===== config.mk =====
export PLATFORM = sky130hd
export DESIGN_NAME = calendar_date_add_subtract_days
export DESIGN_NICKNAME = d
export VERILOG_FILES = /design/src/rtl/core/cdas_pkg.sv /design/src/rtl/core/calendar_date_add_subtract_days.sv /design/src/rtl/core/cdas_front.sv /design/src/rtl/core/cdas_queue.sv /design/src/rtl/core/cdas_back.sv
export SDC_FILE = /design/constraint.sdc
export NUM_CORES = 1
export LEC_CHECK = 0
export ABC_CLOCK_PERIOD_IN_PS = 5300
export BUFFER_PORTS_ARGS = -buffer_cell sky130_fd_sc_hd__buf_2
export CAP_MARGIN = 25
export CORE_ASPECT_RATIO = 0.5
export CORE_MARGIN = 2
export CORE_UTILIZATION = 55
export DETAILED_ROUTE_END_ITERATION = 8
export PLACE_DENSITY_LB_ADDON = 0.25
export SYNTH_ARGS = -nofsm -noshare
export SYNTH_HDL_FRONTEND = slang
export SYNTH_SLANG_ARGS = --single-unit

===== constraint.sdc =====
create_clock -name clk -period 5.3 [get_ports clk]
set_clock_uncertainty 0.1 [all_clocks]
set_input_delay 0.265 -clock clk [delete_from_list [all_inputs] [get_ports clk]]
set_output_delay 0.265 -clock clk [all_outputs]
set_load 0.02 [all_outputs]

===== src/rtl/core/cdas_pkg.sv =====
// ----------------------------------------------------------------------------
// cdas_pkg
// Types, constants and calendar helpers for the date shifter.
// ----------------------------------------------------------------------------
package cdas_pkg;

  localparam int DAY_COUNT_BITS_DEF = 16;
  localparam int QUEUE_DEPTH        = 2;

  localparam logic [13:0] YEAR_MIN = 14'd1;
  localparam logic [13:0] YEAR_MAX = 14'd9999;

  localparam logic [3:0] MONTH_JAN = 4'd1;
  localparam logic [3:0] MONTH_FEB = 4'd2;
  localparam logic [3:0] MONTH_DEC = 4'd12;

  localparam logic [6:0] R100_LAST = 7'd99;
  localparam logic [8:0] R400_LAST = 9'd399;

  typedef enum logic [1:0] {
    BK_IDLE,
    BK_RUN,
    BK_DONE
  } back_state_t;

  // Classified request handed from the front to the back.
  typedef struct packed {
    logic        kind;
    logic [4:0]  day;
    logic [3:0]  month;
    logic [13:0] year;
    logic        valid;
    logic [6:0]  r100;
    logic [8:0]  r400;
    logic [4:0]  mlen;
  } item_t;

  function automatic logic [4:0] month_len(input logic [3:0] m, input logic leap);
    logic [4:0] len;
    case (m)
      4'd1, 4'd3, 4'd5, 4'd7, 4'd8, 4'd10, 4'd12: len = 5'd31;
      4'd4, 4'd6, 4'd9, 4'd11:                    len = 5'd30;
      4'd2:                                       len = leap ? 5'd29 : 5'd28;
      default:                                    len = 5'd0;
    endcase
    return len;
  endfunction

  // Leap rule from the year's residues mod 4, 100 and 400.
  function automatic logic leap_of(input logic [1:0] y4, input logic [6:0] r100,
                                   input logic [8:0] r400);
    return (r400 == 9'd0) || ((y4 == 2'd0) && (r100 != 7'd0));
  endfunction

endpackage


===== src/rtl/core/calendar_date_add_subtract_days.sv =====
// ----------------------------------------------------------------------------
// calendar_date_add_subtract_days
// Gregorian date shifter: moves a date forward or back by a count of days.
// ----------------------------------------------------------------------------
// Usage:
//   Input side is a queue write port: drive the request fields and raise push;
//   the request is taken on a clock edge where push is high and full is low.
//   Result side is a queue read port: while empty is low the oldest result
//   sits on the result ports; raise pop to take it.
//   Each request gives exactly one result, in request order.
// Operation:
//   The front registers and classifies a request; the back then walks the
//   date one whole year or one month per cycle, then places the day and
//   loads the result register. Invalid dates and clamped results finish
//   early. The back's stepping loop sets the rate, as the back takes the
//   next request only after it has emitted the last; the front and a
//   two-entry queue keep accepting meanwhile.
// Reset (rst, synchronous, active high) empties the queue and the result
//   register. A stalled receiver holds the result; the back waits with the
//   next result, then the queue and the front fill and full goes high.
// ----------------------------------------------------------------------------
module calendar_date_add_subtract_days import cdas_pkg::*; #(
  parameter int DAY_COUNT_BITS = DAY_COUNT_BITS_DEF
) (
  input  logic                      clk,
  input  logic                      rst,
  input  logic                      push,
  output logic                      full,
  input  logic                      kind,
  input  logic [4:0]                start_day,
  input  logic [3:0]                start_month,
  input  logic [13:0]               start_year,
  input  logic [DAY_COUNT_BITS-1:0] day_count,
  output logic                      empty,
  input  logic                      pop,
  output logic [4:0]                result_day,
  output logic [3:0]                result_month,
  output logic [13:0]               result_year,
  output logic                      input_valid,
  output logic                      out_of_range,
  output logic                      result_leap,
  output logic [4:0]                result_month_length
);

  localparam int QW = $bits(item_t) + DAY_COUNT_BITS;

  // front to queue
  logic                      f_push;
  item_t                     f_item;
  logic [DAY_COUNT_BITS-1:0] f_cnt;

  // queue to back
  logic                      q_full;
  logic                      q_empty;
  logic                      q_pop;
  logic [QW-1:0]             q_rd_data;
  item_t                     b_item;
  logic [DAY_COUNT_BITS-1:0] b_cnt;

  assign b_item = item_t'(q_rd_data[QW-1:DAY_COUNT_BITS]);
  assign b_cnt  = q_rd_data[DAY_COUNT_BITS-1:0];

  // Classify the request: residues of the year, month length, date check.
  cdas_front #(
    .DAY_COUNT_BITS(DAY_COUNT_BITS)
  ) u_front (
    .clk        (clk),
    .rst        (rst),
    .push       (push),
    .full       (full),
    .kind       (kind),
    .start_day  (start_day),
    .start_month(start_month),
    .start_year (start_year),
    .day_count  (day_count),
    .q_push     (f_push),
    .q_full     (q_full),
    .q_item     (f_item),
    .q_cnt      (f_cnt)
  );

  // Hold classified requests so the front runs ahead of the stepper.
  cdas_queue #(
    .WIDTH(QW)
  ) u_queue (
    .clk    (clk),
    .rst    (rst),
    .wr     (f_push),
    .wr_data({f_item, f_cnt}),
    .q_full (q_full),
    .rd     (q_pop),
    .rd_data(q_rd_data),
    .q_empty(q_empty)
  );

  // Walk the date and present the result.
  cdas_back #(
    .DAY_COUNT_BITS(DAY_COUNT_BITS)
  ) u_back (
    .clk                (clk),
    .rst                (rst),
    .q_empty            (q_empty),
    .q_item             (b_item),
    .q_cnt              (b_cnt),
    .q_pop              (q_pop),
    .empty              (empty),
    .pop                (pop),
    .result_day         (result_day),
    .result_month       (result_month),
    .result_year        (result_year),
    .input_valid        (input_valid),
    .out_of_range       (out_of_range),
    .result_leap        (result_leap),
    .result_month_length(result_month_length)
  );

endmodule


===== src/rtl/core/cdas_front.sv =====
// ----------------------------------------------------------------------------
// cdas_front
// Accepts requests, works out the year residues and checks the start date.
// ----------------------------------------------------------------------------
module cdas_front import cdas_pkg::*; #(
  parameter int DAY_COUNT_BITS = DAY_COUNT_BITS_DEF
) (
  input  logic                      clk,
  input  logic                      rst,
  input  logic                      push,
  output logic                      full,
  input  logic                      kind,
  input  logic [4:0]                start_day,
  input  logic [3:0]                start_month,
  input  logic [13:0]               start_year,
  input  logic [DAY_COUNT_BITS-1:0] day_count,
  output logic                      q_push,
  input  logic                      q_full,
  output item_t                     q_item,
  output logic [DAY_COUNT_BITS-1:0] q_cnt
);

  logic                      f_valid;
  logic                      f_kind;
  logic [4:0]                f_day;
  logic [3:0]                f_month;
  logic [13:0]               f_year;
  logic [DAY_COUNT_BITS-1:0] f_cnt;
  logic [7:0]                f_q100;

  logic [26:0] prod;
  logic        accept;
  logic [14:0] q100x100;
  logic [13:0] rem;
  logic [6:0]  r100;
  logic [8:0]  r400;
  logic        leap;
  logic [4:0]  mlen;

  // year / 100 as a reciprocal multiply, exact for any 14-bit year
  assign prod   = {13'd0, start_year} * 27'd5243;
  assign q_push = f_valid && !q_full;
  assign full   = f_valid && q_full;
  assign accept = push && !full;

  always_ff @(posedge clk) begin
    if (rst) begin
      f_valid <= 1'b0;
    end else if (accept) begin
      f_valid <= 1'b1;
    end else if (q_push) begin
      f_valid <= 1'b0;
    end
  end

  always_ff @(posedge clk) begin
    if (accept) begin
      f_kind  <= kind;
      f_day   <= start_day;
      f_month <= start_month;
      f_year  <= start_year;
      f_cnt   <= day_count;
      f_q100  <= prod[26:19];
    end
  end

  always_comb begin
    q100x100 = {7'd0, f_q100} * 15'd100;
    rem      = f_year - q100x100[13:0];
    r100     = rem[6:0];
    r400     = 9'({f_q100[1:0], 2'b00} * 7'd25 + {2'b00, r100});
    leap     = leap_of(f_year[1:0], r100, r400);
    mlen     = month_len(f_month, leap);

    q_item.kind  = f_kind;
    q_item.day   = f_day;
    q_item.month = f_month;
    q_item.year  = f_year;
    q_item.r100  = r100;
    q_item.r400  = r400;
    q_item.mlen  = mlen;
    // a bad month gives length 0, which also fails the day check
    q_item.valid = (f_year >= YEAR_MIN) && (f_year <= YEAR_MAX) &&
                   (f_day != 5'd0) && (f_day <= mlen);
    q_cnt        = f_cnt;
  end

endmodule


===== src/rtl/core/cdas_queue.sv =====
// ----------------------------------------------------------------------------
// cdas_queue
// Short register queue between the front and the back.
// ----------------------------------------------------------------------------
module cdas_queue import cdas_pkg::*; #(
  parameter int WIDTH = 8
) (
  input  logic             clk,
  input  logic             rst,
  input  logic             wr,
  input  logic [WIDTH-1:0] wr_data,
  output logic             q_full,
  input  logic             rd,
  output logic [WIDTH-1:0] rd_data,
  output logic             q_empty
);

  localparam int PW = (QUEUE_DEPTH > 1) ? $clog2(QUEUE_DEPTH) : 1;
  localparam int CW = $clog2(QUEUE_DEPTH + 1);

  logic [WIDTH-1:0] slots [QUEUE_DEPTH];
  logic [PW-1:0]    wr_ptr;
  logic [PW-1:0]    rd_ptr;
  logic [CW-1:0]    count;

  assign q_full  = (count == CW'(QUEUE_DEPTH));
  assign q_empty = (count == '0);
  assign rd_data = slots[rd_ptr];

  always_ff @(posedge clk) begin
    if (rst) begin
      wr_ptr <= '0;
      rd_ptr <= '0;
      count  <= '0;
    end else begin
      if (wr) begin
        wr_ptr <= (wr_ptr == PW'(QUEUE_DEPTH - 1)) ? '0 : wr_ptr + 1'b1;
      end
      if (rd) begin
        rd_ptr <= (rd_ptr == PW'(QUEUE_DEPTH - 1)) ? '0 : rd_ptr + 1'b1;
      end
      if (wr && !rd) begin
        count <= count + 1'b1;
      end else if (rd && !wr) begin
        count <= count - 1'b1;
      end
    end
  end

  always_ff @(posedge clk) begin
    if (wr) begin
      slots[wr_ptr] <= wr_data;
    end
  end

endmodule


===== src/rtl/core/cdas_back.sv =====
// ----------------------------------------------------------------------------
// cdas_back
// Steps the date by whole years, then months, then places the day; clamps at the calendar ends.
// ----------------------------------------------------------------------------
module cdas_back import cdas_pkg::*; #(
  parameter int DAY_COUNT_BITS = DAY_COUNT_BITS_DEF
) (
  input  logic                      clk,
  input  logic                      rst,
  input  logic                      q_empty,
  input  item_t                     q_item,
  input  logic [DAY_COUNT_BITS-1:0] q_cnt,
  output logic                      q_pop,
  output logic                      empty,
  input  logic                      pop,
  output logic [4:0]                result_day,
  output logic [3:0]                result_month,
  output logic [13:0]               result_year,
  output logic                      input_valid,
  output logic                      out_of_range,
  output logic                      result_leap,
  output logic [4:0]                result_month_length
);

  localparam int TW = DAY_COUNT_BITS + 1;

  back_state_t state, state_next;

  logic          kind;
  logic [13:0]   year;
  logic [3:0]    month;
  logic [4:0]    day;
  logic [6:0]    r100;
  logic [8:0]    r400;
  logic [TW-1:0] total;
  logic          valid;
  logic          oor;
  logic          out_valid;

  logic          lp_cur, lp_nx, lp_pv, yr_leap;
  logic [TW-1:0] yr_len, mo_len_w;
  logic [4:0]    mo_len;
  logic          take_year, take_month, at_limit_y, at_limit_m;
  logic          load, emit;
  logic [6:0]    r100_inc, r100_dec;
  logic [8:0]    r400_inc, r400_dec;

  always_comb begin
    lp_cur   = leap_of(year[1:0], r100, r400);
    lp_nx    = (r400 == R400_LAST) || ((year[1:0] == 2'd3) && (r100 != R100_LAST));
    lp_pv    = (r400 == 9'd1) || ((year[1:0] == 2'd1) && (r100 != 7'd1));
    // the span of one year holds the February that lies inside it
    yr_leap  = kind ? ((month >= MONTH_FEB) ? lp_cur : lp_pv)
                    : ((month <= MONTH_FEB) ? lp_cur : lp_nx);
    yr_len   = yr_leap ? TW'(366) : TW'(365);
    mo_len   = month_len(month, lp_cur);
    mo_len_w = TW'(mo_len);

    take_year  = (total >= yr_len);
    take_month = (total >= mo_len_w);
    at_limit_y = kind ? (year == YEAR_MIN) : (year == YEAR_MAX);
    at_limit_m = kind ? ((year == YEAR_MIN) && (month == MONTH_JAN))
                      : ((year == YEAR_MAX) && (month == MONTH_DEC));

    r100_inc = (r100 == R100_LAST) ? 7'd0 : r100 + 7'd1;
    r400_inc = (r400 == R400_LAST) ? 9'd0 : r400 + 9'd1;
    r100_dec = (r100 == 7'd0) ? R100_LAST : r100 - 7'd1;
    r400_dec = (r400 == 9'd0) ? R400_LAST : r400 - 9'd1;
  end

  // next state
  always_comb begin
    state_next = state;
    case (state)
      BK_IDLE: begin
        if (!q_empty) begin
          state_next = q_item.valid ? BK_RUN : BK_DONE;
        end
      end
      BK_RUN: begin
        if ((take_year && at_limit_y) || (!take_year && take_month && at_limit_m) ||
            (!take_year && !take_month)) begin
          state_next = BK_DONE;
        end
      end
      BK_DONE: begin
        if (!out_valid || pop) begin
          state_next = BK_IDLE;
        end
      end
      default: state_next = BK_IDLE;
    endcase
  end

  // outputs of the sequencer
  always_comb begin
    load  = 1'b0;
    emit  = 1'b0;
    case (state)
      BK_IDLE: load = !q_empty;
      BK_DONE: emit = !out_valid || pop;
      default: begin
        load = 1'b0;
        emit = 1'b0;
      end
    endcase
  end

  assign q_pop = load;
  assign empty = !out_valid;

  always_ff @(posedge clk) begin
    if (rst) begin
      state     <= BK_IDLE;
      out_valid <= 1'b0;
    end else begin
      state <= state_next;
      if (emit) begin
        out_valid <= 1'b1;
      end else if (pop) begin
        out_valid <= 1'b0;
      end
    end
  end

  // working date
  always_ff @(posedge clk) begin
    if (load) begin
      kind  <= q_item.kind;
      year  <= q_item.year;
      month <= q_item.month;
      day   <= q_item.day;
      r100  <= q_item.r100;
      r400  <= q_item.r400;
      valid <= q_item.valid;
      oor   <= 1'b0;
      // anchor on the first day (forward) or the last day (backward) of the month
      if (q_item.kind) begin
        total <= TW'(q_item.mlen) - TW'(q_item.day) + TW'(q_cnt);
      end else begin
        total <= TW'(q_item.day) - TW'(1) + TW'(q_cnt);
      end
    end else if (state == BK_RUN) begin
      if ((take_year && at_limit_y) || (!take_year && take_month && at_limit_m)) begin
        // clamp to the end of the calendar
        oor <= 1'b1;
        if (kind) begin
          year  <= YEAR_MIN;
          month <= MONTH_JAN;
          day   <= 5'd1;
          r100  <= 7'd1;
          r400  <= 9'd1;
        end else begin
          year  <= YEAR_MAX;
          month <= MONTH_DEC;
          day   <= 5'd31;
          r100  <= R100_LAST;
          r400  <= R400_LAST;
        end
      end else if (take_year) begin
        total <= total - yr_len;
        if (kind) begin
          year <= year - 14'd1;
          r100 <= r100_dec;
          r400 <= r400_dec;
        end else begin
          year <= year + 14'd1;
          r100 <= r100_inc;
          r400 <= r400_inc;
        end
      end else if (take_month) begin
        total <= total - mo_len_w;
        if (kind) begin
          if (month == MONTH_JAN) begin
            month <= MONTH_DEC;
            year  <= year - 14'd1;
            r100  <= r100_dec;
            r400  <= r400_dec;
          end else begin
            month <= month - 4'd1;
          end
        end else begin
          if (month == MONTH_DEC) begin
            month <= MONTH_JAN;
            year  <= year + 14'd1;
            r100  <= r100_inc;
            r400  <= r400_inc;
          end else begin
            month <= month + 4'd1;
          end
        end
      end else begin
        day <= kind ? 5'(mo_len_w - total) : 5'(total + TW'(1));
      end
    end
  end

  // result register
  always_ff @(posedge clk) begin
    if (emit) begin
      result_day          <= day;
      result_month        <= month;
      result_year         <= year;
      input_valid         <= valid;
      out_of_range        <= oor;
      result_leap         <= lp_cur;
      result_month_length <= mo_len;
    end
  end

endmodule


## Yosys cells after proc, flatten, opt, wreduce, memory -nomap -nowiden

Memories as Yosys holds them, arrays and structs flattened. A register that Yosys moved wholly into a read port is not among the register bits.
Cells that the tools add are included.

- Memories kept: 1
- Bits in registers: 146
- Memory bits (writable): 124
- Output and inout bits: 33

- Multipliers: 3
- Magnitude comparators: 7
- Muxes and demuxes: 85
- Eq/ne operators: 43
- Reductions and logical operators: 61
- Add/subtract/negate cells: 22

Memories:

| memory | words | bits a word | read ports | clocked after memory_dff | write ports | line | RTL |
|---|---|---|---|---|---|---|---|
| u_queue.slots | 2 | 62 | 1 | 1 | 1 | cdas_queue.sv:21 | `logic [WIDTH-1:0] slots [QUEUE_DEPTH];` |

Operators with widths:

| cell | number |
|---|---|
| $mux 14 | 10 |
| $mux 9 | 12 |
| $mux 17 | 6 |
| $mux 7 | 12 |
| $eq 4x4->1 const B | 10 |
| $mux 4 | 9 |
| $mux 5 | 7 |
| $add 17x16->17 | 2 |
| $eq 4x3->1 const B | 8 |
| $pmux 5 s3 | 2 |
| $mul 14x13->27 const B | 1 |
| $mux 1 | 19 |
| $logic_and 1x1->1 | 18 |
| $logic_not 9->1 | 2 |
| $ge 17x5->1 | 1 |
| $ge 17x9->1 | 1 |
| $sub 17x5->17 | 1 |
| $sub 17x9->17 | 1 |
| $eq 4x2->1 const B | 4 |
| $add 14x1->14 const B | 1 |
| $eq 14x1->1 const B | 1 |
| $eq 14x14->1 const B | 1 |
| $ge 14x1->1 const B | 1 |
| $le 14x14->1 const B | 1 |
| other kinds (49) | 90 |

## Depth between registers and ports, before layout

Gate-level depths: netlist of the first run.

- Word-level depth: 14
- Depth in mapped cells: 24
- Depth with buffers taken out: 24

## Modules after synthesis

Synthesis of the first run repeated with hierarchy kept, for this count alone.

- Cells, all modules: 1485
- Area total of the unflattened synthesis: 17112.7 µm²

Modules (own cells, without submodules):

| module | cells each | area each (µm²) | seq. area each (µm²) | instances |
|---|---|---|---|---|
| cdas_back | 796 | 7138.1 | 2692.6 | 1 |
| cdas_front | 474 | 5272.6 | 1371.3 | 1 |
| cdas_queue | 215 | 4702.0 | 3823.7 | 1 |

## Worst setup path after synthesis of the first run

No wires, ideal clock.

- Path kind: reg2reg
- Start: register with a tool-made name
- End: register u_back.total[15], data pin
- Period minus slack after synthesis: 5.842 ns
- Buffers on the path: 4
- Setup slack: -0.542 ns
- Data arrival time: 5.474 ns
- Setup time: 0.268 ns
- Stages on the path, launching flop included: 22
- Cell sequence: dfxtp_1 -> clkbuf_1 -> clkbuf_1 -> clkbuf_1 -> buf_1 -> mux2i_1 -> ha_1 -> inv_1 -> a21oi_1 -> o21ai_0 -> and2_1 -> o21a_1 -> o32ai_1 -> ha_1 -> a21o_1 -> a2111oi_0 -> nand3_1 -> a31o_2 -> o41ai_1 -> xnor2_1 -> nand2_1 -> o21ai_0

RTL lines:

| element | line | RTL |
|---|---|---|
| end signal: assignment | cdas_back.sv:139 | `total <= TW'(q_item.mlen) - TW'(q_item.day) + TW'(q_cnt);` |
| end signal: assignment | cdas_back.sv:141 | `total <= TW'(q_item.day) - TW'(1) + TW'(q_cnt);` |
| end signal: assignment | cdas_back.sv:161 | `total <= total - yr_len;` |
| end: declaration | cdas_back.sv:35 | `logic [TW-1:0] total;` |

## Final worst setup path of the first run

- Start: register u_back.r100[2]
- End: register u_back.total[12], data pin

- Longest elaborated chain between the ends: 11

RTL lines:

| element | line | RTL |
|---|---|---|
| start: declaration | cdas_back.sv:33 | `logic [6:0] r100;` |
| start signal: assignment | cdas_back.sv:133 | `r100 <= q_item.r100;` |
| start signal: assignment | cdas_back.sv:164 | `r100 <= r100_dec;` |
| start signal: assignment | cdas_back.sv:168 | `r100 <= r100_inc;` |
| $reduce_bool 7->1 | cdas_pkg.sv:52 | `return (r400 == 9'd0) \|\| ((y4 == 2'd0) && (r100 != 7'd0));` |
| $logic_and 1x1->1 | cdas_pkg.sv:52 |  |
| $logic_or 1x1->1 | cdas_pkg.sv:52 |  |
| $mux 1 | cdas_pkg.sv:43 | `4'd2: len = leap ? 5'd29 : 5'd28;` |
| $pmux 5 s3 | cdas_pkg.sv:40 | `case (m)` |
| via u_back.mo_len[0] | cdas_back.sv:42 | `logic [4:0] mo_len;` |
| $sub 17x5->17 | cdas_back.sv:172 | `total <= total - mo_len_w;` |
| $mux 17 | cdas_back.sv:171 | `end else if (take_month) begin` |
| $mux 17 | cdas_back.sv:160 | `end else if (take_year) begin` |
| $mux 17 | cdas_back.sv:144 | `if ((take_year && at_limit_y) \|\| (!take_year && take_month && at_limit_m)) begin` |
| $mux 17 | cdas_back.sv:143 | `end else if (state == BK_RUN) begin` |
| $mux 17 | cdas_back.sv:128 | `if (load) begin` |

The timed path passes the listed nets, and every way through them passes these cells. The select of a mux whose other input is x is not followed.
A chain may end at the register's enable or synchronous reset.

==> results of run 1 <==
[registers in the layout, indices dropped and copies added, names as in the netlist, 3 cells and up, named ones only]
name and cells:
u_back.r400 9, u_queue.slots 112, u_back.result_month 4, u_back.year 14
u_back.result_year 14, u_back.r100 7, u_back.day 5, u_back.total 17
u_front.f_year 14, u_front.f_day 5, u_back.month 4, u_front.f_q100 5
u_front.f_month 4, u_back.result_day 5, u_back.result_month_length 3, u_front.q_cnt 16
[cell usage in the layout (no fill, tap or decap), drive strengths merged, types with 28 or more instances in the layout]
| master | netlist | final |
|---|---|---|
| edfxtp | 244 | 244 |
| inv | 166 | 169 |
| ha | 150 | 150 |
| buf | 12 | 103 |
| o21ai | 93 | 93 |
| nand2 | 90 | 90 |
| nor2 | 74 | 74 |
| fa | 69 | 69 |
| a21oi | 66 | 66 |
| xnor2 | 47 | 47 |
| dlygate4sd3 | 0 | 44 |
| nand3 | 36 | 36 |
| mux2i | 33 | 33 |
| xor2 | 30 | 30 |
| nor3 | 29 | 29 |
| clkbuf | 39 | 28 |
[worst max path at each step]
stage	from	endpoint	slack [ns]	cells past startpoint
after floorplan	register	u_back.total[15]	0.06	21
after global placement	u_back.r400[5]	u_back.month[3]	0.36	15
after detailed placement	u_back.r400[5]	u_back.month[3]	0.26	15
after CTS	u_back.r400[5]	u_back.month[3]	0.24	15
after global routing	start_year[1]	u_front.f_q100[2]	-0.005	22
final	u_back.r100[2]	u_back.total[12]	0.30	17
[routing by layer]
| metal | vias to the layer above | wire, microns | part of all wire [%] | GRT usage, % |
|---|---|---|---|---|
| li1 | 5500 | - | - | - |
| met3 | 59 | 3000 | 7.7 | 5.15 |
| met5 | - | 0 | 0 | 0 |
| met2 | 404 | 16800 | 43 | 37.8 |
| met1 | 5551 | 18500 | 47 | 38.1 |
| met4 | 0 | 706 | 1.8 | 5.28 |
[worst max-delay path, cell delays in order, from the launching register on]
cell and delay (ns):
edfxtp_1 0.38, or3_1 0.47, nor4b_1 0.46, nand2b_1 0.24
a21oi_1 0.12, o41ai_1 0.38, inv_1 0.12, ha_1 0.25
fa_1 0.43, nor2b_1 0.14, o21a_1 0.14, o21ai_0 0.11
a2111oi_1 0.61, a2bb2oi_1 0.28, buf_4 0.17, nor4_1 0.06
xnor2_1 0.16, o22ai_1 0.11
[what timing repair did]
item | CTS | global route
hold buffers | 44 | 0
resized for setup | 0 | 5
hold endpoints to repair | 49 | 0
endpoints found under the setup margin | 0 | 10
setup buffers | 0 | 0
[final cells by class]
cell class | count | share of cell area, %
Antenna cell | 1 | 0.0135
Tap cell | 391 | 2.63
Clock buffer | 28 | 3.42
Clock inverter | 16 | 0.821
Sequential cell | 254 | 40.5
Multi-Input combinational cell | 986 | 43.8
Timing Repair Buffer | 147 | 5.50
Inverter | 166 | 3.35
[synthesized netlist by cell type, drive strengths merged, types with 14 or more instances]
library cell	instances	area, sq um
edfxtp	244	7330
inv	166	623
ha	150	1880
o21ai	93	465
nand2	90	343
nor2	74	278
fa	69	1380
a21oi	66	330
xnor2	47	412
clkbuf	39	146
nand3	36	180
mux2i	33	330
xor2	30	263
nor3	29	145
mux2	22	248
nor2b	18	113
a211oi	15	113
a21o	14	105
or3	14	87.6
[cell families after synthesis]
kind of cell	synth area share, %
xor gates and xnor gates	4.10
AOI/OAI and AO/OA	11.4
and+or+nand+nor	10.3
buffers and inverters	5.19
muxes	3.51
adders and majority gates	19.8
DFF	45.7
[power groups by stage]
stage          clock (mW)  sequential, mW  combinational (mW)
2_1_floorplan           0            3.63                5.03
3_3_place_gp            0            3.72                6.53
3_5_place_dp            0            3.74                6.74
4_1_cts              1.78            3.70                6.83
5_1_grt              1.85            3.79                7.73
6_report             1.75            3.72                6.94
[per-stage QoR]
stage	setup slack (ns)	instance area [sq um]	util, %	instances
after floorplan	0.0554	16500	-	1457
after detailed placement	0.256	17400	59.4	1900
after global placement	0.361	17400	59.4	1900
final	0.296	18600	63.6	1989
after CTS	0.237	18600	63.6	1988
after global routing	-0.00481	18600	63.6	1988
==> run metrics, run 1 <==
P&R area growth vs syn=13.0%; routed len/inst=19.7 microns; CP Class=register to register; Tmin final=5.00 ns; Placement Rows=44; largest net degree at the start of global routing=57; crit path max fanout=5; Int Pwr=6.95 mW; Filler Cells Inserted=2276; number of synthesized register bits=254; Clk pwr share=14.1%; vias in the first global route=11500; run status=finished, violations left; ys async rst share=0%; DRT antenna net count=0; layout cells sized above 1=11.6%; switching share of power=43.9%; TNS Setup=0 ns; area occupied by registers=7530 sq um; Port Buf Inserts=76; drt drc=8; Vias/cell=5.79; clk sink count=254; syn nets=1720; first-pass GRT wire length=62.1 mm; Overflow after GRT=0; clk slew on worst S/H paths=0.06 ns; max cap viols=0; Comb power frac=55.9%; Reg2Reg Depth=17; Reg power frac=30.0%; Clock H-tree levels=1; HPWL Detailed=28.2 mm; DIE AREA=31400 sq um; sequential area share after synthesis=45.7%; Achievable Freq=200 MHz; worst r2r dst=u_back.total[12]; routability cong.=0.933; worst r2r src=u_back.r100[2]; Leakage=7.52 nW; initial core utilization=56.3%; GR Util All Layers=25.2%; Unique masters post-synth=75; synthesized area=16500 sq um; Root Driver=clkbuf_16; router iterations before antenna repair=7; hold_ws=0.321 ns; peak supply drop=0.324 mV; CP required=5.46 ns; final wirelength=39.1 mm; Total Power=12.4 mW; CP endpoint kind=register; DRT iter0 DRCs=988; Hold Path Depth=0; Slew HR=47.0%; multi-input logic area=8150 sq um; Die Y=126 microns; synthesized netlist cell count=1457; switching power=5.45 mW; Critical Path AT=5.17 ns; PwrDens=667 nW/um^2; final setup vio count=0; Post-synth EDFFs=244; IO Count=77; fin. max-slew vios=0; critical path launch point type=register; Hold Fails Final Rpt=0; Worst R2R Setup Slack=0.30 ns; Hold Startpoint=u_back.day[0]; Warnings, synthesis=0; top_reg_cell synth=edfxtp_1; Post-Synthesis Mean Instance Area=11.3 sq um; initial antenna violation count=0; CTS tree=done; Core Area=29200 sq um; CTS Buf Count=25; Min-Delay Endpoint=u_back.result_day[0]; vias post-DR=11500; worst min path class=register to register; Nets=1843; Die Span X=249 microns; fin crit share=94.4%; Clk Latency, worst-skew pair=0.55 ns; CTS Buffer Depth=3; worst slew pin tran=0.795 ns; failing checks=design-rule violations
No activity file was read; power rests on OpenSTA's default activity.
==> run 2: changes to the inputs <==
Settings changed: ABC_AREA set to 1.
==> run metrics, run 2 <==
synthesized netlist cell count=1952; number of buffers and inverters on the critical path=5; ys async rst share=0%; router iterations before antenna repair=6; CP Class=register to register; Root Driver=clkbuf_16; largest family of logic cells by synthesized area=simple AND/OR/NAND/NOR gates; Vias/cell=5.30; Achievable Freq=208 MHz; initial core utilization=55.7%; mux cell area share after synthesis=0.0570%; vias post-DR=13300; largest area contributor in the netlist=edfxtp_1; number of synthesized register bits=254; max FFs per register=112; most frequent cell after synthesis=nand2_1; post-synthesis compound-gate area fraction=8.22%; Post-Synth Adder-Cell Area=18.6%; Unique masters post-synth=52; DRT antenna net count=0; DRT iter0 DRCs=1209; Min-Delay Endpoint=u_front.q_cnt[13]; Hold Path Depth=2; top_reg_cell synth=edfxtp_1; Overflow after GRT=0; Post-CTS Setup Bufs=0; Hold Fails Final Rpt=0; PwrDens=691 nW/um^2; CTS Buffer Depth=3; TNS Setup=0 ns; drt drc=0; multi-input logic area=8830 sq um; DIE AREA=33400 sq um; Tmin final=4.80 ns; HPWL Detailed=29.7 mm; clk slew on worst S/H paths=0.06 ns; Setup WS post-layout=0.498 ns; Port Buf Inserts=76; RSZ-0062 raised after global routing=false; routability cong.=0.940; Placement Setup Slack=0.616 ns; Leakage=8.92 nW; Filler Cells Inserted=2660; CP startpoint=u_back.month[0]; Warnings, synthesis=0; fin crit share=90.6%; worst min path class=primary input to register; clk sink count=254; antenna cell count=0; vias in the first global route=12200; Slew HR=47.0%; Post-Synth Simple-Gate Area=20.5%; critical path launch point type=register; largest net degree at the start of global routing=61; Die Span X=257 microns; Post-Synthesis Mean Instance Area=8.99 sq um; Reg2Reg Depth=20; Post-CTS Hold Buffers=43; max cap viols=0; layout cells sized above 1=8.77%; first-pass GRT wire length=63.9 mm; worst r2r src=u_back.month[0]; share of the synthesized area in the top cell type=41.7%; final setup vio count=0; CP required=5.49 ns; commonest non-fill, non-tap cells in the layout=nand2_1, inv_1, edfxtp_1; IO Count=77; Worst R2R Setup Slack=0.50 ns; Core Area=31500 sq um; Nets=2330; CTS tree=done; register bank with the most flops=u_queue.slots; cell at the slowest stage of the critical path=edfxtp_1; worst stage delay on the critical path=0.47 ns; Die Y=130 microns; area occupied by registers=7530 sq um; P&R area growth vs syn=11.8%; Clock H-tree levels=1; Critical Path AT=4.99 ns; GR Util All Layers=24.1%; most frequent cells after synthesis=nand2_1, inv_1, edfxtp_1, ha_1, nor2_1; top cells by area, synth=edfxtp_1, nand2_1, ha_1; Clk Latency, worst-skew pair=0.56 ns; synthesized area=17600 sq um; sequential area share after synthesis=42.9%; syn nets=2215; routed len/inst=15.9 microns; initial antenna violation count=0; Post-synth EDFFs=244; Synth Area in XOR/XNOR=2.79%; CTS Buf Count=25; fin. max-slew vios=0; post-CTS resize count=0; crit-path cells=inv_1 -> ha_1 -> nand3_1 -> o311ai_0 -> nor2_1 -> inv_1 -> nor2_1 -> inv_1 -> ha_1 -> nand2_1 -> inv_1 -> nand3_1 -> nand4_1 -> nor2_2 -> nor2_1 -> nand2_2 -> buf_4 -> nand2_1 -> nor2_1 -> a21oi_1; CP endpoint kind=register; commonest non-fill, non-tap cell in the layout=nand2_1; run status=finished, final reports clean; crit path max fanout=30; peak supply drop=0.294 mV; final wirelength=39.9 mm; CP top delay family=simple AND/OR/NAND/NOR gates; worst r2r dst=u_back.day[0]; Hold Startpoint=day_count[13]; Placement Rows=46; worst slew pin tran=0.794 ns
-- run 2: changes by cell type after synthesis, sizes merged, moves of 22 or more --
cell / change
nor2: +73
inv: +99
a21oi: +32
nand3: +44
xnor2: -30
nand2: +467
mux2: -22
mux2i: -32
-- run 2: cell families (layout without fill, tap and decap cells) --
logic type / after synthesis / in the layout
DFF: 254 / 254
AOI/OAI and AO/OA: 260 / 260
adders and majority gates: 219 / 219
xor gates and xnor gates: 56 / 56
muxes: 1 / 1
and+or+nand+nor: 854 / 854
buffers and inverters: 308 / 442
-- run 2: through the flow --
step	util (%)	power, mW	hold slack, ns	instance area (sq um)	instances
6_report	62.2	13.6	0.316	19600	2518
5_1_grt	62.2	14.9	0.309	19600	2518
4_1_cts	62.2	13.5	0.288	19600	2518
3_5_place_dp	58.2	11.6	0.319	18400	2429
3_3_place_gp	58.2	11.5	0.303	18400	2429
2_1_floorplan	-	9.62	0.234	17600	1952
-- run 2: worst max-delay path by stage --
stage                                end  slack, ns  cells past startpoint
after floorplan           u_back.r100[0]       0.72                     18
after global placement     u_back.day[0]       0.58                     20
after detailed placement   u_back.day[0]       0.62                     20
after CTS                  u_back.day[0]       0.58                     20
after global routing       u_back.day[0]       0.05                     20
final                      u_back.day[0]       0.50                     20
-- run 2: power breakdown --
group	switching [mW]	total (mW)	leakage (nW)	internal, mW
clock	0.781	1.82	0.409	1.04
sequential	0.448	3.63	2.37	3.18
combinational	5.32	8.11	6.14	2.80
total	6.54	13.6	8.92	7.02
-- run 2: final cells by class --
cell class | count | area share (%)
Sequential cell | 254 | 38.4
Inverter | 265 | 5.07
Timing Repair Buffer | 131 | 4.59
Clock inverter | 16 | 0.893
Multi-Input combinational cell | 1390 | 45.0
Tap cell | 432 | 2.75
Clock buffer | 30 | 3.34
-- run 2: layer usage --
layer,part of all wire [%],wire [microns],global-route usage (%)
met1,49,19700,38.1
met2,41,16500,35.8
met3,8.0,3200,3.52
met4,1.2,495,3.69
met5,0,0,0
==> run 3: changes to the inputs <==
Settings changed: CORE_ASPECT_RATIO 0.5 to unset, CTS_CLUSTER_SIZE set to 16, GPL_TIMING_DRIVEN set to 0.
==> run metrics, run 3 (synthesis gave the netlist of run 2 again) <==
run status=finished, final reports clean; Clk Latency, worst-skew pair=0.57 ns; worst slew pin tran=0.930 ns; DRT antenna net count=0; Achievable Freq=217 MHz; drt drc=0; Hold Fails Final Rpt=0; routed len/inst=16.6 microns; commonest non-fill, non-tap cells in the layout=nand2_1, inv_1, edfxtp_1; first-pass GRT wire length=68.0 mm; hold_ws=0.0168 ns; router iterations before antenna repair=5; Overflow after GRT=0; clk slew on worst S/H paths=0.07 ns; Core Area=31500 sq um; PwrDens=702 nW/um^2; DIE AREA=33400 sq um; Slew HR=37.9%; CP required=5.42 ns; Nets=2365; initial antenna violation count=0; GR Util All Layers=25.6%; Die Span X=183 microns; largest net degree at the start of global routing=46; Total Power=13.9 mW; IO Count=77; initial core utilization=55.8%; peak supply drop=0.353 mV; Root Driver=clkbuf_16; crit path max fanout=17; fin. max-slew vios=0; HPWL Detailed=32.3 mm; layout cells sized above 1=9.43%; P&R area growth vs syn=13.1%; worst min path class=primary input to register; Critical Path AT=4.73 ns; max FFs per register=112; Port Buf Inserts=76; final setup vio count=0; critical path launch point type=register; antenna cell count=0; Leakage=9.03 nW; Placement Rows=65; fin crit share=87.0%; CP Class=register to register; final wirelength=41.9 mm; Die Y=183 microns; register bank with the most flops=u_queue.slots; Tmin final=4.61 ns; Clock H-tree levels=1; routability cong.=0.903; CP endpoint kind=register; CTS Buf Count=27; DRT iter0 DRCs=1173; TNS Setup=0 ns; clk sink count=254; Vias/cell=5.38; commonest non-fill, non-tap cell in the layout=nand2_1; CTS tree=done; vias in the first global route=13300; CTS Buffer Depth=3; max cap viols=0; vias post-DR=13600; RSZ-0062 raised after global routing=false
-- run 3: critical path: stages (launching register included) --
cell and delay (ns):
edfxtp_1 0.47, inv_1 0.15, ha_1 0.26, nand3_1 0.19
o311ai_0 0.21, nor2_1 0.30, inv_1 0.17, nor2_1 0.31
inv_1 0.13, ha_1 0.30, clkbuf_2 0.17, nand2_1 0.10
inv_1 0.07, nand3_1 0.09, nand4_1 0.13, nor2_2 0.25
nor2_1 0.10, nand2_2 0.10, buf_6 0.18, nand2_2 0.11
nand2_2 0.35
-- run 3: cell type report --
type / count / area (sq um)
Fill cell: 2660 / 11600
Timing Repair Buffer: 121 / 868
Clock inverter: 22 / 221
Inverter: 265 / 995
Clock buffer: 27 / 676
Buffer: 43 / 230
Tap cell: 402 / 503
Multi-Input combinational cell: 1390 / 8840
Sequential cell: 254 / 7530
-- run 3: what timing repair did --
item,CTS,global route
hold buffers,42,0
endpoints found under the hold margin,46,0
buffers inserted,0,0
endpoints found under the setup margin,0,18
gates resized for setup,0,3
-- run 3: per-layer routing --
metal  track usage (%)  share of wire, %  vias up
met2              43.0                47      383
met4              7.26               2.5        0
met1              35.7                45     6395
li1                  -                 -     6747
met3              2.59               5.2       63
met5                 0                 0        -
-- run 3: per-stage QoR --
step | cells | util (%) | instance area (sq um) | worst slack [ns]
finish | 2524 | 63.1 | 19900 | 0.688
global placement | 2430 | 58.6 | 18400 | -0.576
global route | 2524 | 63.1 | 19900 | 0.194
detailed placement | 2433 | 58.9 | 18500 | 0.514
CTS | 2524 | 63.1 | 19900 | 0.472
floorplan | 1952 | - | 17600 | 0.720
-- run 3: where the power goes --
group          switching (mW)  internal (mW)
sequential              0.415           3.18
clock                   0.826           1.09
combinational            5.51           2.91
-- run 3: final timing paths --
path,startpoint,end,slack (ns),cells after the start
hold / removal,start_year[7],u_front.f_year[7],0.02,1
setup reg to reg,u_back.month[0],u_back.total[7],0.69,20
setup / recovery,u_back.month[0],u_back.total[7],0.69,20
hold reg to reg,u_front.q_cnt[10],u_queue.slots[0][10],0.34,0
